==> src/sv/cfth_pkg.sv <==
// Package for the CAN frame tracking hash table core.
// Holds status codes, command and status structs, and shared constants.
// Used by cfth_ctrl, cfth_dp and the top level; depends on nothing.
`default_nettype none
package cfth_pkg;

    // Table size; slot and count port widths are sized for 64 entries.
    localparam int unsigned TABLE_ENTRIES = 64;

    localparam logic [31:0] DIR_SEED = 32'h9E3779B9;
    localparam int unsigned MS_DIV = 1000;
    // Dividing a 32-bit value by 1000 is exact as (x * MS_RECIP) >> MS_SHIFT.
    localparam logic [28:0] MS_RECIP = 29'h10624DD3;
    localparam int unsigned MS_SHIFT = 38;
    localparam logic [3:0] MAX_LEN = 4'd8;

    localparam logic [1:0] ST_UPDATED = 2'd0;
    localparam logic [1:0] ST_CREATED = 2'd1;
    localparam logic [1:0] ST_DROPPED = 2'd2;

    typedef struct packed {
        logic load;
        logic rd;
        logic step;
        logic claim;
        logic div_start;
        logic commit;
        logic drop;
    } t_cmd;

    typedef struct packed {
        logic slot_valid;
        logic key_match;
        logic last_probe;
        logic div_done;
    } t_stat;

endpackage
`default_nettype wire

==> src/sv/cfth_ctrl.sv <==
// Controller state machine for the CAN frame tracking hash table core.
// Sequences probe reads, the period divider and the entry write-back.
// Depends on cfth_pkg.
`default_nettype none
module cfth_ctrl (
    input  wire               i_clk,
    input  wire               i_rst_n,
    input  wire               i_start,
    input  wire cfth_pkg::t_stat i_stat,
    output cfth_pkg::t_cmd    o_cmd,
    output logic              o_busy
);

    typedef enum logic [2:0] {S_IDLE, S_READ, S_CHECK, S_DIV, S_DONE} t_state;
    t_state r_state;

    always_comb begin
        o_cmd = '0;
        unique case (r_state)
            S_IDLE:  o_cmd.load = i_start;
            S_READ:  o_cmd.rd = 1'b1;
            S_CHECK: begin
                if (!i_stat.slot_valid) begin
                    o_cmd.claim = 1'b1;
                    o_cmd.div_start = 1'b1;
                end else if (i_stat.key_match) begin
                    o_cmd.div_start = 1'b1;
                end else if (i_stat.last_probe) begin
                    o_cmd.drop = 1'b1;
                end else begin
                    o_cmd.step = 1'b1;
                end
            end
            S_DIV:   o_cmd.commit = i_stat.div_done;
            S_DONE:  o_cmd = '0;
            default: o_cmd = '0;
        endcase
    end

    always_ff @(posedge i_clk) begin
        if (!i_rst_n) begin
            r_state <= S_IDLE;
        end else begin
            unique case (r_state)
                S_IDLE:  if (i_start) r_state <= S_READ;
                S_READ:  r_state <= S_CHECK;
                S_CHECK: begin
                    if (!i_stat.slot_valid || i_stat.key_match) r_state <= S_DIV;
                    else if (i_stat.last_probe) r_state <= S_DONE;
                    else r_state <= S_READ;
                end
                S_DIV:   if (i_stat.div_done) r_state <= S_DONE;
                S_DONE:  r_state <= S_IDLE;
                default: r_state <= S_IDLE;
            endcase
        end
    end

    assign o_busy = (r_state != S_IDLE);

    a_commit_in_div: assert property (@(posedge i_clk) disable iff (!i_rst_n)
        o_cmd.commit |-> r_state == S_DIV)
        else $error("commit outside divide state");
    a_done_idle: assert property (@(posedge i_clk) disable iff (!i_rst_n)
        r_state == S_DONE |=> r_state == S_IDLE)
        else $error("done not followed by idle");
    a_drop_done: assert property (@(posedge i_clk) disable iff (!i_rst_n)
        o_cmd.drop |=> r_state == S_DONE)
        else $error("drop did not finish");

endmodule
`default_nettype wire

==> config.mk <==
export PLATFORM = sky130hd
export DESIGN_NAME = cfth_ctrl
export DESIGN_NICKNAME = d
export VERILOG_FILES = /design/src/sv/cfth_pkg.sv /design/src/sv/cfth_ctrl.sv
export SDC_FILE = /design/constraint.sdc
export NUM_CORES = 1
export LEC_CHECK = 0
export BUFFER_PORTS_ARGS = -buffer_cell sky130_fd_sc_hd__buf_4
export CORE_AREA = 8 8 45 47
export CTS_CLUSTER_DIAMETER = 120
export DETAILED_ROUTE_END_ITERATION = 8
export DIE_AREA = 0 0 53 55
export PLACE_DENSITY = 0.39
export SKIP_LAST_GASP = 1
export SLEW_MARGIN = 15
export SYNTH_ARGS = -nofsm -noshare
export SYNTH_HDL_FRONTEND = slang
export SYNTH_SLANG_ARGS = --single-unit
==> constraint.sdc <==
create_clock -name i_clk -period 2.2 [get_ports i_clk]
set_clock_uncertainty 0.2 [all_clocks]
set_input_delay 0.55 -clock i_clk [delete_from_list [all_inputs] [get_ports i_clk]]
set_output_delay 0.55 -clock i_clk [all_outputs]
set_load 0.02 [all_outputs]
* After elaboration in Yosys (flattened, before gate mapping) *
Cells that the tools add are included.

cells by class
  muxes and demuxes = 19
  reductions and logical operators = 5
  eq/ne operators = 5

operators by type and width
  operator                                                         count
  3-bit two-way mux                                                5
  1-bit two-way mux                                                13
  3-bit case mux with 4 select lines                               1
  3-bit by 2-bit == test with 1-bit output, second input constant  2
  2-bit inequality test, second input constant                     2
  3-bit by 1-bit == test with 1-bit output, second input constant  1
  3-bit zero test                                                  1
  3-bit nonzero test                                               1
  2-bit AND reduction                                              1
  1-bit zero test                                                  1
  1-bit logical OR                                                 1

word-level totals
  register bits after elaboration = 3
  output and inout port bits = 8
  logic and storage cells = 30

* Logic depth before layout (Yosys ltp) *
  depth in word-level cells = 4
  gate-level depth with buffers = 4
  gate-level depth less buffers = 3

* Least setup slack after synthesis *
No wires, ideal clock.

  path type = in2out
  start = input port i_stat[2] (netlist bit)
  end = output port o_cmd[4] (netlist bit)
  data arrival time = 1.125 ns
  data required time = 1.450 ns
  buffers on the path = 0
  slack = 0.325 ns
  stages on the path = 3
  path through = and2b_1 nand2_1 nor2_1

RTL lines
  what             line             text
  start, declared  cfth_ctrl.sv:9   input wire cfth_pkg::t_stat i_stat,
  end, declared    cfth_ctrl.sv:10  output cfth_pkg::t_cmd o_cmd,

==> qor.txt <==
Status: finished clean
Post-synth top cells: nand2_1, dfxtp_1, nor2_1
Min Tclk post-route: 1990 ps
Finished Layout Cells: 60
CTS Buf Count: 3
Vias in the first global route: 251
Vias/cell: 4.25
# rows: 14
Top cell type's share of synthesized area: 25.8%
CP Buf/Inv Count: 1
Max clock buf depth: 2
Max reg flops: 3
First-pass iteration count of the detailed router: 4
Placer congestion estimate: 0.688
Starting Density: 16.8%
Peak VDD IR: 0.211 mV
ANT nets after route: 0
Root Driver: clkbuf_4
Die height: 55 um
# hold bufs at CTS: 0
Synthesized Nets: 34
IO buf count: 14
Die Area: 0.00292 sq mm
Mapped cell area: 233 sq um
CP max FO: 6
Crit start category: flip-flop
Max Transition Viols Final: 0
Clock share of power: 39.8%
Largest net degree at the start of global routing: 11
Critical Path RT: 1450 ps
WL/cell: 11.4 um
Max-cap violations: 0
CTS tree: done
Final period util: 90.6%
Placed cell area: 347 sq um
Clk sinks: 3
Critical Path, Cell by Cell: and2b_4 > and3_1 > buf_4
Die span in x: 53 um
Yosys top cell by area: dfxtp_1
# nets final: 52
Placed cell count: 56
Setup violators final: 0
Cell area after layout: 373 sq um
Kind of critical path: reg2out
Sequential fraction of design power: 28.2%
Setup TNS: 0 ps
Combinational Power Share: 32.0%
Top Registers: r_state (3)
Synthesized instance count: 27
Cell Pwr Density: 665 mW/mm^2
Antenna cells: 0
CORE AREA: 0.00138 sq mm
Most frequent cell after synthesis: nand2_1
Tot GR Track Use: 5.73%
Initial DRC Count: 5
First-pass GRT wire length: 1120 um
Total wire length: 684 um
Top-level port count: 15
Largest cells by area after synthesis: dfxtp_1, nor3b_2, nand2_1
F_max: 502 MHz
Crit path DAT: 1240 ps
CP top delay family: flip-flops
DR vias: 255
Leakage: 0.180 nW
Layout area overhead: 60.2%
EDFF count, synth: 0
H-tree levels: 1
Drt drc: 0
Post-synth top flop: dfxtp_1
Net Sw Frac: 31.4%
Grt total ovfl: 0
Max incr delay on CP: 440 ps
Int Pwr: 0.170 mW
Post-CTS Resized: 0
Fin. Hold Viols: 0
Biggest register: r_state
Initial antenna violation count: 0
Ys async rst share: 0%
Synthesized flop and latch total: 3
Mean Syn Cell Area: 8.62 sq um
Layout cells sized above 1: 50.0%
Slew headroom: 79.1%
RSZ-0062 raised after global routing: false
NetSw: 0.0779 mW
Clk_lat worst skew: 230 ps
Post-synth cell types: 16
Sequential fraction of the synthesis area: 25.8%
Post-CTS Setup Inserts: 0
Worst Hold Class: in2reg
Warnings from Yosys: 0
CP max stage cell: dfxtp_1
CP Capture Type: output pin
Worst Max-Slew Pin Slew: 313 ps
Clock Pin Slew Worst Setup and Hold Paths: 40 ps
## power by group through the flow
| stage | Clock (mW) | Sequential (mW) | Combinational [mW] |
|---|---|---|---|
| after global placement | 0 | 0.0710 | 0.0801 |
| final | 0.0987 | 0.0698 | 0.0793 |
| after global routing | 0.115 | 0.0714 | 0.0859 |
| after floorplan | 0 | 0.0644 | 0.0576 |
| after detailed placement | 0 | 0.0710 | 0.0807 |
| after CTS | 0.103 | 0.0701 | 0.0809 |
## routing by layer
metal / track usage [%] / part of all wire (%)
met1: 6.22 / 48
met2: 6.05 / 35
met3: 6.42 / 16
met4: 3.88 / 1.2
met5: 0 / 0
## final cells by class
type                       count  area [sq um]
fill                         164          1010
sequential                     3          60.1
multi-input combinational     23           161
timing repair buffer          14           105
clock buffer                   4          26.3
tap                           16          20.0
## worst paths after layout
check | startpoint | end | slack (ps) | cells past startpoint
min reg2reg | r_state[2] | r_state[1] | 370 | 1
max reg2reg | r_state[0] | r_state[2] | 960 | 3
max | r_state[2] | o_cmd[1] | 210 | 3
min | i_rst_n | r_state[0] | 330 | 3
## cell usage in the layout, fill, tap and decap left out, drive strengths merged
master	instances
buf	14
nand2	4
clkbuf	4
nor2	3
dfxtp	3
nor3b	3
nand2b	2
and3	2
nor2b	2
and2b	2
or3	1
nor4b	1
a22o	1
o21ai	1
a2bb2oi	1
## cells by family (layout without fill, tap and decap cells)
logic type / after synthesis / after routing / share of synthesized area, %
AND/OR/NAND/NOR: 20 / 20 / 58.1
flip-flops: 3 / 3 / 25.8
buffers and inverters: 1 / 18 / 4.84
AO/OA/AOI/OAI: 3 / 3 / 11.3
## stage by stage
| step | hold WS [ps] | util (%) | setup slack, ps | power, mW |
|---|---|---|---|---|
| detailed placement | 355 | 25.0 | 213 | 0.152 |
| floorplan | 316 | - | 325 | 0.122 |
| CTS | 328 | 26.9 | 195 | 0.254 |
| global placement | 379 | 25.0 | 233 | 0.151 |
| finish | 330 | 26.9 | 206 | 0.248 |
| global route | 315 | 26.9 | 120 | 0.272 |
## worst reg2reg max path, stage by stage, from the launching register on
cell     delay (ps)
dfxtp_1         490
nor2b_1          80
a22o_1          230
nor2b_1         130
Note: power is estimated with default switching activity, not from simulation.
